File: src/design/assert_macros.svh
// Shared assertion macros. Every check is clocked on clk and disabled while rst_n is low.
`ifndef ASSERT_MACROS_SVH
`define ASSERT_MACROS_SVH

// The condition must hold at every clock edge.
`define CHECK_ALWAYS(label, cond) \
    label: assert property (@(posedge clk) disable iff (!rst_n) (cond)) \
        else $error("%m: invariant violated");

// The consequent must hold in the same cycle as the antecedent.
`define CHECK_IMPLIES(label, ante, cons) \
    label: assert property (@(posedge clk) disable iff (!rst_n) (ante) |-> (cons)) \
        else $error("%m: implication violated");

`endif

File: src/design/s2i_pkg.sv
package s2i_pkg;

    localparam int OffsetBits  = 16;
    localparam int QueueDepth  = 4;
    localparam int BaseBits    = 6;
    localparam int CfgAddrBits = 2;

    localparam logic [CfgAddrBits-1:0] AddrBaseSelect = '0;
    localparam logic [BaseBits-1:0]    BaseReset      = 6'd10;

    localparam logic signed [63:0] ValueMax = 64'sh7FFF_FFFF_FFFF_FFFF;
    localparam logic signed [63:0] ValueMin = 64'sh8000_0000_0000_0000;

    typedef struct packed {
        logic [7:0] char_byte;
        logic       last_char;
    } char_word_t;

    typedef struct packed {
        logic signed [63:0]      value;
        logic [OffsetBits-1:0]   end_offset;
        logic                    overflowed;
        logic                    bad_base;
    } result_t;

    // One classified character as handed from the front end to the back end.
    typedef struct packed {
        logic [BaseBits-1:0] digit;
        logic                is_space;
        logic                is_plus;
        logic                is_minus;
        logic                is_zero;
        logic                is_x;
        logic                last;
        logic                first;
        logic [BaseBits-1:0] base;
    } token_t;

    typedef struct packed {
        logic full;
        logic empty;
    } q_status_t;

endpackage

File: src/design/s2i_front.sv
module s2i_front
(
    input  logic                          clk,
    input  logic                          rst_n,
    input  logic                          push,
    input  s2i_pkg::char_word_t           char_in,
    input  logic [s2i_pkg::BaseBits-1:0]  base_select,
    input  s2i_pkg::q_status_t            q_status,
    output logic                          full,
    output logic                          tok_push,
    output s2i_pkg::token_t               tok
);

    localparam logic [7:0] CharSpace = 8'h20;
    localparam logic [7:0] CharPlus  = 8'h2B;
    localparam logic [7:0] CharMinus = 8'h2D;
    localparam logic [7:0] CharZero  = 8'h30;
    localparam logic [7:0] CharNine  = 8'h39;
    localparam logic [7:0] CharUpA   = 8'h41;
    localparam logic [7:0] CharUpZ   = 8'h5A;
    localparam logic [7:0] CharUpX   = 8'h58;
    localparam logic [7:0] CharLowA  = 8'h61;
    localparam logic [7:0] CharLowZ  = 8'h7A;
    localparam logic [7:0] CharLowX  = 8'h78;
    localparam logic [7:0] CharTab   = 8'h09;
    localparam logic [7:0] CharCr    = 8'h0D;
    localparam logic [s2i_pkg::BaseBits-1:0] DigitNone = '1;

    logic       first_reg;
    logic       first_next;
    logic [7:0] c;
    logic [7:0] digit_wide;

    assign full     = q_status.full;
    assign tok_push = push && !q_status.full;

    // The first character of a string latches the base register into its word.
    assign first_next = tok_push ? char_in.last_char : first_reg;

    always_ff @(posedge clk or negedge rst_n)
    begin
        if (!rst_n)
        begin
            first_reg <= 1'b1;
        end
        else
        begin
            first_reg <= first_next;
        end
    end

    always_comb
    begin
        c          = char_in.char_byte;
        digit_wide = '1;
        if (c inside {[CharZero:CharNine]})
        begin
            digit_wide = c - CharZero;
        end
        else if (c inside {[CharLowA:CharLowZ]})
        begin
            digit_wide = c - CharLowA + 8'd10;
        end
        else if (c inside {[CharUpA:CharUpZ]})
        begin
            digit_wide = c - CharUpA + 8'd10;
        end

        tok.digit    = (digit_wide == '1) ? DigitNone : digit_wide[s2i_pkg::BaseBits-1:0];
        tok.is_space = (c == CharSpace) || (c inside {[CharTab:CharCr]});
        tok.is_plus  = (c == CharPlus);
        tok.is_minus = (c == CharMinus);
        tok.is_zero  = (c == CharZero);
        tok.is_x     = (c == CharLowX) || (c == CharUpX);
        tok.last     = char_in.last_char;
        tok.first    = first_reg;
        tok.base     = base_select;
    end

endmodule

File: src/design/s2i_queue.sv
module s2i_queue
#(
    parameter int DEPTH = s2i_pkg::QueueDepth
)
(
    input  logic               clk,
    input  logic               rst_n,
    input  logic               wr_en,
    input  s2i_pkg::token_t    wr_data,
    input  logic               rd_en,
    output s2i_pkg::token_t    rd_data,
    output s2i_pkg::q_status_t status
);

    localparam int PtrBits = (DEPTH > 1) ? $clog2(DEPTH) : 1;
    localparam int CntBits = $clog2(DEPTH + 1);

    s2i_pkg::token_t      mem_reg [DEPTH];
    logic [PtrBits-1:0]   wr_ptr_reg;
    logic [PtrBits-1:0]   wr_ptr_next;
    logic [PtrBits-1:0]   rd_ptr_reg;
    logic [PtrBits-1:0]   rd_ptr_next;
    logic [CntBits-1:0]   count_reg;
    logic [CntBits-1:0]   count_next;

    assign status.full  = (count_reg == CntBits'(DEPTH));
    assign status.empty = (count_reg == '0);
    assign rd_data      = mem_reg[rd_ptr_reg];

    always_comb
    begin
        wr_ptr_next = wr_ptr_reg;
        rd_ptr_next = rd_ptr_reg;
        count_next  = count_reg;
        if (wr_en)
        begin
            wr_ptr_next = (wr_ptr_reg == PtrBits'(DEPTH - 1)) ? '0 : wr_ptr_reg + 1'b1;
        end
        if (rd_en)
        begin
            rd_ptr_next = (rd_ptr_reg == PtrBits'(DEPTH - 1)) ? '0 : rd_ptr_reg + 1'b1;
        end
        if (wr_en && !rd_en)
        begin
            count_next = count_reg + 1'b1;
        end
        else if (rd_en && !wr_en)
        begin
            count_next = count_reg - 1'b1;
        end
    end

    always_ff @(posedge clk or negedge rst_n)
    begin
        if (!rst_n)
        begin
            wr_ptr_reg <= '0;
            rd_ptr_reg <= '0;
            count_reg  <= '0;
        end
        else
        begin
            wr_ptr_reg <= wr_ptr_next;
            rd_ptr_reg <= rd_ptr_next;
            count_reg  <= count_next;
        end
    end

    always_ff @(posedge clk)
    begin
        if (wr_en)
        begin
            mem_reg[wr_ptr_reg] <= wr_data;
        end
    end

endmodule

File: src/design/s2i_back.sv
module s2i_back
(
    input  logic               clk,
    input  logic               rst_n,
    input  s2i_pkg::token_t    tok,
    input  s2i_pkg::q_status_t q_status,
    input  logic               pop,
    output logic               tok_pop,
    output logic               empty,
    output s2i_pkg::result_t   result
);

    localparam int OB = s2i_pkg::OffsetBits;
    localparam int BB = s2i_pkg::BaseBits;

    localparam logic [2:0] PhSpace  = 3'd0;
    localparam logic [2:0] PhSigned = 3'd1;
    localparam logic [2:0] PhZero   = 3'd2;
    localparam logic [2:0] PhDigits = 3'd3;
    localparam logic [2:0] PhDone   = 3'd4;

    localparam logic [BB-1:0] BaseAuto  = 6'd0;
    localparam logic [BB-1:0] BaseOne   = 6'd1;
    localparam logic [BB-1:0] BaseTwo   = 6'd2;
    localparam logic [BB-1:0] BaseOct   = 6'd8;
    localparam logic [BB-1:0] BaseDec   = 6'd10;
    localparam logic [BB-1:0] BaseHex   = 6'd16;
    localparam logic [BB-1:0] BaseTop   = 6'd36;

    localparam logic [63:0] LimitPos = 64'h7FFF_FFFF_FFFF_FFFF;
    localparam logic [63:0] LimitNeg = 64'h8000_0000_0000_0000;

    logic [2:0]    phase_reg, phase_next;
    logic [63:0]   mag_reg, mag_next;
    logic          neg_reg, neg_next;
    logic [BB-1:0] base_reg, base_next;
    logic [OB-1:0] pos_reg, pos_next;
    logic [OB-1:0] stop_reg, stop_next;
    logic          sat_reg, sat_next;
    logic          out_valid_reg, out_valid_next;
    s2i_pkg::result_t result_reg, result_next;

    logic [2:0]    step_phase;
    logic [63:0]   step_mag;
    logic          step_neg;
    logic [BB-1:0] step_base;
    logic [OB-1:0] step_stop;
    logic          step_sat;
    logic [OB-1:0] pos_inc;
    logic [BB-1:0] base_cur;
    logic [BB-1:0] final_base;
    logic [OB-1:0] final_stop;
    logic [63:0]   limit;
    logic [70:0]   prod;
    logic          first_path;
    logic          take;
    logic          go;
    logic          bad;
    s2i_pkg::result_t res;

    // The final character of a string waits only while the previous result is still held.
    assign go      = !q_status.empty && (!tok.last || !out_valid_reg || pop);
    assign tok_pop = go;
    assign empty   = !out_valid_reg;
    assign result  = result_reg;

    always_comb
    begin
        base_cur   = tok.first ? tok.base : base_reg;
        step_phase = phase_reg;
        step_mag   = mag_reg;
        step_neg   = neg_reg;
        step_base  = base_cur;
        step_stop  = stop_reg;
        step_sat   = sat_reg;
        first_path = 1'b0;
        take       = 1'b0;

        case (phase_reg)
            PhSpace:
            begin
                if (tok.is_space)
                begin
                    step_phase = PhSpace;
                end
                else if (tok.is_plus || tok.is_minus)
                begin
                    step_neg   = tok.is_minus;
                    step_phase = PhSigned;
                end
                else
                begin
                    first_path = 1'b1;
                end
            end
            PhSigned:
            begin
                first_path = 1'b1;
            end
            PhZero:
            begin
                if (tok.is_x)
                begin
                    step_base  = BaseHex;
                    step_phase = PhDigits;
                end
                else
                begin
                    step_base = BaseOct;
                    take      = 1'b1;
                end
            end
            PhDigits:
            begin
                take = 1'b1;
            end
            default:
            begin
                step_phase = phase_reg;
            end
        endcase

        // With automatic base, a leading zero is held back until the next character decides.
        if (first_path)
        begin
            if (base_cur == BaseAuto)
            begin
                if (tok.is_zero)
                begin
                    step_phase = PhZero;
                end
                else
                begin
                    step_base = BaseDec;
                    take      = 1'b1;
                end
            end
            else
            begin
                take = 1'b1;
            end
        end

        limit = step_neg ? LimitNeg : LimitPos;
        prod  = 71'(mag_reg) * 71'(step_base) + 71'(tok.digit);

        if (take)
        begin
            if ((step_base < BaseTwo) || (tok.digit >= step_base))
            begin
                step_stop  = pos_reg;
                step_phase = PhDone;
            end
            else
            begin
                if (prod > 71'(limit))
                begin
                    step_mag = limit;
                    step_sat = 1'b1;
                end
                else
                begin
                    step_mag = prod[63:0];
                end
                step_phase = PhDigits;
            end
        end

        pos_inc    = (pos_reg == '1) ? pos_reg : pos_reg + 1'b1;
        final_base = (step_phase == PhZero) ? BaseOct : step_base;
        final_stop = (step_phase == PhDone) ? step_stop : pos_inc;
        bad        = (final_base == BaseOne) || (final_base > BaseTop);

        if (bad)
        begin
            res.value      = '0;
            res.end_offset = '0;
            res.overflowed = 1'b0;
            res.bad_base   = 1'b1;
        end
        else
        begin
            res.value      = step_neg ? $signed(64'd0 - step_mag) : $signed(step_mag);
            res.end_offset = final_stop;
            res.overflowed = step_sat;
            res.bad_base   = 1'b0;
        end

        phase_next = phase_reg;
        mag_next   = mag_reg;
        neg_next   = neg_reg;
        base_next  = base_reg;
        pos_next   = pos_reg;
        stop_next  = stop_reg;
        sat_next   = sat_reg;
        if (go)
        begin
            if (tok.last)
            begin
                phase_next = PhSpace;
                mag_next   = '0;
                neg_next   = 1'b0;
                base_next  = BaseAuto;
                pos_next   = '0;
                stop_next  = '0;
                sat_next   = 1'b0;
            end
            else
            begin
                phase_next = step_phase;
                mag_next   = step_mag;
                neg_next   = step_neg;
                base_next  = step_base;
                pos_next   = pos_inc;
                stop_next  = step_stop;
                sat_next   = step_sat;
            end
        end

        out_valid_next = (out_valid_reg && !pop) || (go && tok.last);
        result_next    = (go && tok.last) ? res : result_reg;
    end

    always_ff @(posedge clk or negedge rst_n)
    begin
        if (!rst_n)
        begin
            phase_reg     <= PhSpace;
            mag_reg       <= '0;
            neg_reg       <= 1'b0;
            base_reg      <= BaseAuto;
            pos_reg       <= '0;
            stop_reg      <= '0;
            sat_reg       <= 1'b0;
            out_valid_reg <= 1'b0;
        end
        else
        begin
            phase_reg     <= phase_next;
            mag_reg       <= mag_next;
            neg_reg       <= neg_next;
            base_reg      <= base_next;
            pos_reg       <= pos_next;
            stop_reg      <= stop_next;
            sat_reg       <= sat_next;
            out_valid_reg <= out_valid_next;
        end
    end

    always_ff @(posedge clk)
    begin
        result_reg <= result_next;
    end

endmodule

File: src/design/string_to_integer_parser.sv
// Parses a signed 64-bit integer from a character stream in the manner of strtoll, one
// character per word. A word is taken in every cycle while full is low: the front end
// classifies the character and places it in a small queue (QUEUE_DEPTH words), and the back
// end retires one character per cycle with a single 64 by 6 bit multiply-accumulate, which
// sets the sustained rate of one character per clock while no result waits to be popped.
// A string's result is registered onto the result port once its last character leaves the queue;
// if an earlier result has not been popped, the back end holds the last character of the
// next string and the queue fills behind it. The base register is sampled when the first
// character of a string is pushed, so a write in the middle of a string applies to the next.
`include "assert_macros.svh"

module string_to_integer_parser
#(
    parameter int QUEUE_DEPTH = s2i_pkg::QueueDepth
)
(
    input  logic                                clk,
    input  logic                                rst_n,
    input  logic                                push,
    output logic                                full,
    input  s2i_pkg::char_word_t                 char_in,
    output logic                                empty,
    input  logic                                pop,
    output s2i_pkg::result_t                    result,
    input  logic                                psel,
    input  logic                                penable,
    input  logic                                pwrite,
    input  logic [s2i_pkg::CfgAddrBits-1:0]     paddr,
    input  logic [31:0]                         pwdata,
    output logic [31:0]                         prdata,
    output logic                                pready
);

    logic [s2i_pkg::BaseBits-1:0] base_select_reg;
    logic [s2i_pkg::BaseBits-1:0] base_select_next;
    logic                         cfg_write;
    logic                         tok_push;
    logic                         tok_pop;
    s2i_pkg::token_t              tok_in;
    s2i_pkg::token_t              tok_out;
    s2i_pkg::q_status_t           q_status;

    assign pready    = 1'b1;
    assign cfg_write = psel && penable && pwrite && pready && (paddr == s2i_pkg::AddrBaseSelect);
    assign base_select_next = cfg_write ? pwdata[s2i_pkg::BaseBits-1:0] : base_select_reg;
    assign prdata = (paddr == s2i_pkg::AddrBaseSelect) ? 32'(base_select_reg) : '0;

    always_ff @(posedge clk or negedge rst_n)
    begin
        if (!rst_n)
        begin
            base_select_reg <= s2i_pkg::BaseReset;
        end
        else
        begin
            base_select_reg <= base_select_next;
        end
    end

    s2i_front u_front
    (
        .clk         (clk),
        .rst_n       (rst_n),
        .push        (push),
        .char_in     (char_in),
        .base_select (base_select_reg),
        .q_status    (q_status),
        .full        (full),
        .tok_push    (tok_push),
        .tok         (tok_in)
    );

    s2i_queue #(
        .DEPTH (QUEUE_DEPTH)
    ) u_queue
    (
        .clk     (clk),
        .rst_n   (rst_n),
        .wr_en   (tok_push),
        .wr_data (tok_in),
        .rd_en   (tok_pop),
        .rd_data (tok_out),
        .status  (q_status)
    );

    s2i_back u_back
    (
        .clk      (clk),
        .rst_n    (rst_n),
        .tok      (tok_out),
        .q_status (q_status),
        .pop      (pop),
        .tok_pop  (tok_pop),
        .empty    (empty),
        .result   (result)
    );

    `CHECK_ALWAYS(a_queue_state, !(q_status.full && q_status.empty))
    `CHECK_IMPLIES(a_push_gated, tok_push, !q_status.full)
    `CHECK_IMPLIES(a_bad_base_zero, !empty && result.bad_base,
        (result.value == 64'sd0) && !result.overflowed && (result.end_offset == '0))
    `CHECK_IMPLIES(a_saturated_value, !empty && result.overflowed,
        (result.value == s2i_pkg::ValueMax) || (result.value == s2i_pkg::ValueMin))

endmodule

File: config.mk
export PLATFORM = sky130hd
export DESIGN_NAME = string_to_integer_parser
export DESIGN_NICKNAME = d
export VERILOG_FILES = /design/src/design/s2i_pkg.sv /design/src/design/s2i_front.sv /design/src/design/s2i_queue.sv /design/src/design/s2i_back.sv /design/src/design/string_to_integer_parser.sv
export VERILOG_INCLUDE_DIRS = /design/src /design/src/design
export SDC_FILE = /design/constraint.sdc
export NUM_CORES = 2
export LEC_CHECK = 0
export ABC_AREA = 0
export ABC_CLOCK_PERIOD_IN_PS = 36200
export BUFFER_PORTS_ARGS = -buffer_cell sky130_fd_sc_hd__buf_2
export CORE_ASPECT_RATIO = 1.2
export CORE_MARGIN = 2
export CORE_UTILIZATION = 51
export CTS_CLUSTER_DIAMETER = 200
export DETAILED_ROUTE_END_ITERATION = 7
export PLACE_DENSITY = 0.69
export SLEW_MARGIN = 20
export SYNTH_ARGS = -nofsm -noshare
export SYNTH_HDL_FRONTEND = slang
export SYNTH_SLANG_ARGS = --single-unit
File: constraint.sdc
create_clock -name clk -period 36.2 [get_ports clk]
set_input_delay 7.24 -clock clk [delete_from_list [all_inputs] [get_ports clk]]
set_output_delay 7.24 -clock clk [all_outputs]
set_load 0.005 [all_outputs]
==> summary.md <==
| Metric | Value |
|---|---|
| Post-synth EDFFs | roughly 160 |
| Most common cell on crit path | buf_2 |
| Initial Util | 0.513 |
| Die height | 269 um |
| Clock Root Buffer | clkbuf_16 |
| Placed Instances | 3969 |
| P_sw | 0.00160 W |
| Flop pwr share | 0.200 |
| Predominant post-synthesis flop cell | edfxtp_1 |
| Combinational power share | 0.690 |
| Worst path arrival time | 8010 ps |
| Clock Skews | 9.88 ps |
| H-Tree Depth | 1 |
| Share of the synthesized area in the top cell type | 0.170 |
| Dpl ws | approximately 21000 ps |
| Setup bufs post-CTS | 0 |
| Wire length of the first global-routing pass | 141 mm |
| Share of cells above drive strength 1 | 0.0814 |
| # IOs | about 170 |
| Final std cells w/o fill | 4024 |
| Sw Share | 0.552 |
| Setup-failing EPs final | 0 |
| Family with the most delay on the worst path | simple AND/OR/NAND/NOR gates |
| Rows | 97 |
| CTS Buffer Depth | 3 |
| Fin crit period | 15250 ps |
| CORE AREA | roughly 58000 um2 |
| Layout Nets | 3800 |
| Final Cycle Share | 0.421 |
| Async set-reset flop share out of synthesis | 0.436 |
| Synth area leaders | fa_1 (17%), edfxtp_1 (16%), dfrtp_1 (10%), ha_1 (10%), nand2_1 (4.9%) |
| Register-to-register setup slack | 21490 ps |
| Tot GR Track Use | 0.296 |
| Initial antenna violation count | 0 |
| End of the critical path | prdata[4] |
| Max-slew headroom | 0.304 |
| Final GP Congestion | 0.986 |
| Min-Delay Path Class | flop to flop |
| Slew Limit Fails | 0 |
| Yosys synthesis warning count | 0 |
| CTS tree | yes |
| Area leader, netlist | fa_1 |
| Vias per cell | slightly above 6 |
| Maxcap violations | 0 |
| Grt ovf | 0 |
| # port buffers | 113 |
| Synth Register Bits | 280 |
| Share of total power in the clock network | 0.110 |
| Critical Path RT | 28960 ps |
| Clock sink count | 280 |
| Final hold violation count | 0 |
| # diodes | 0 |
| Die X | around 220 um |
| Die ar. | 60400 um2 |
| Fill cells | roughly 5.3k |
| Number of cells produced by synthesis | 3290 |
| Hold Startpoint | u_queue.count_reg[2] |
| Clock Latency Late Sink | 610 ps |
| Synthesized area | 29800 um2 |
| CP max stage cell | nor2_1 |
| Clock slew at reported path FFs | 60 ps |
| Setup Crit Path Kind | input pin to primary output |
| Worst-Margin Slew | just over 1000 ps |
| Vias | 24.8k |
| Synth cell types | 86 |
| FF-to-FF path depth | 42 |
| RSZ-0062 raised after global routing | no |
| CP startpoint | paddr[1] |
| Area Overhead vs Synth | 6.47% |
| Syn Area/Cell | 9.06 um2 |
| Reg2reg end | u_back.result[79] |
| Initial drt markers | around 2.1k |
| Max IR drop VDD | 0.0647 mV |
| Int Power | 0.00130 W |
| Final HPWL DP | 65.0 mm |
| Cts bufs inserted | 30 |
| CP Cell Sequence | buf_2, nor2_1, and2_1, buf_2 |
| # DRC | 0 |
| Endpoint class of the critical path | primary output |
| Max reg flops | 82 |
| Sequential cell area fraction in the yosys report | 0.262 |
| Number of cells on the critical path | 4 |
| Crit start category | input pin |
| Crit Path Max Fanout | 7 |
| Final ANT Viol Nets | 0 |
| DR WL/cell | 21.9 um |
| Drt total wl | 88.1 mm |
| Setup tns final | 0 ps |
| Vias in the first global route | 25.6k |
| Leakage Power | 15.0 nW |
| Status | completed |
| Final Total Pwr | 0.00290 W |
| CP Buf/Inv Count | 2 |
| Final worst slack | 20950 ps |
| Largest stage delay on the critical path | 370 ps |
| Reg2reg start | u_queue.rd_ptr_reg[1] |
| Pwr dens | 91.4 nW/um2 |
| CTS-repair resized insts | 0 |
| Max Freq | 65.6 MHz |
| Pin count of the biggest net entering global routing | 88 |
| DRT Pass-1 Iters | 6 |
| # hold bufs at CTS | 0 |
power groups by stage:
stage	sequential [W]	combinational [W]	clock (W)
6_report	0.000580	0.00200	0.000318
2_1_floorplan	0.000547	0.00133	0
5_1_grt	0.000592	0.00218	0.000335
4_1_cts	0.000580	0.00197	0.000323
3_3_place_gp	0.000580	0.00192	0
3_5_place_dp	0.000584	0.00196	0
cells in the final DEF, fill, tap and decap left out, drive strengths merged, types with 12 or more instances in the layout:
cell type / count
nor3: 57
conb: 27
mux2: 12
a41oi: 17
clkbuf: 38
a21oi: 217
nor4: 18
nand3: 41
nor2b: 19
a31oi: 27
xnor2: 58
xor2: 64
o31ai: 33
o211ai: 19
nand4: 57
mux4: 19
nor2: 228
o21ai: 183
ha: 238
o21bai: 12
inv: 222
and2: 222
nand2b: 20
a211oi: 30
fa: 253
nand2: 390
buf: 152
a21o: 43
and3: 69
dfrtp: 119
a22o: 31
edfxtp: 158
cell usage after synthesis, types with 20 or more instances:
cell	number
xnor2_1	58
and2_1	221
nand3_1	41
buf_2	20
a22o_1	31
ha_1	238
a21oi_1	216
a31oi_1	27
fa_1	253
and3_1	69
nor2_1	228
nor3_1	56
a21o_1	43
buf_1	21
buf_4	29
xor2_1	64
nand2b_1	20
o21ai_0	170
edfxtp_1	158
clkbuf_1	166
inv_1	221
nand2_1	390
a211oi_1	30
dfrtp_1	119
nand4_1	57
o31ai_1	33
worst reg2reg max path: cells and delay by family (launching register included):
kind | cells | cell delay (ps)
muxes | 2 | 890
adders and majority gates | 6 | 2480
AOI/OAI and AO/OA | 11 | 2670
buffers and inverters | 5 | 1250
and+or+nand+nor | 17 | 5960
DFF | 1 | 910
xor gates and xnor gates | 1 | 300
cell families (layout without fill, tap and decap cells):
family | after synthesis | after routing | share of synthesized area
other | 2 | 27 | 0.000252
AOI/OAI and AO/OA | 720 | 720 | 0.153
DFF | 280 | 280 | 0.262
and+or+nand+nor | 1173 | 1173 | 0.194
buffers and inverters | 462 | 429 | 0.0631
adders and majority gates | 491 | 491 | 0.270
xor gates and xnor gates | 122 | 122 | 0.0359
muxes | 40 | 40 | 0.0219
area by class of cell:
cell class                 count  area, um2  area share
sequential                   280       7800       0.246
tap                          742        928      0.0293
clock inverter                17        214     0.00674
inverter                     222        833      0.0263
multi-input combinational   2573      20300       0.640
timing repair buffer         152        865      0.0272
clock buffer                  38        781      0.0246
routing by layer:
metal / vias to the layer above / track usage / wire length, um
met3: 225 / 0.0299 / 4970
met5: - / 0 / 0
met4: 0 / 0.125 / 3940
met1: 12300 / 0.376 / 35900
met2: 947 / 0.515 / 43300
li1: 11300 / - / -
metrics by stage:
step,hold slack [ps],util,area [um2]
3_3_place_gp,472,0.529,30700
6_report,488,0.546,31700
2_1_floorplan,450,-,29900
5_1_grt,512,0.546,31700
3_5_place_dp,476,0.529,30700
4_1_cts,488,0.546,31700
worst min-delay path by stage:
stage / to / slack (ps) / depth (start not counted)
final: u_queue.count_reg[2] / 490 / 1
after global routing: u_queue.count_reg[2] / 510 / 1
after CTS: u_queue.count_reg[2] / 490 / 1
after detailed placement: u_queue.count_reg[2] / 480 / 1
after global placement: u_queue.count_reg[2] / 470 / 1
after floorplan: u_back.neg_reg / 450 / 2
(Power assumes the default switching activity.)
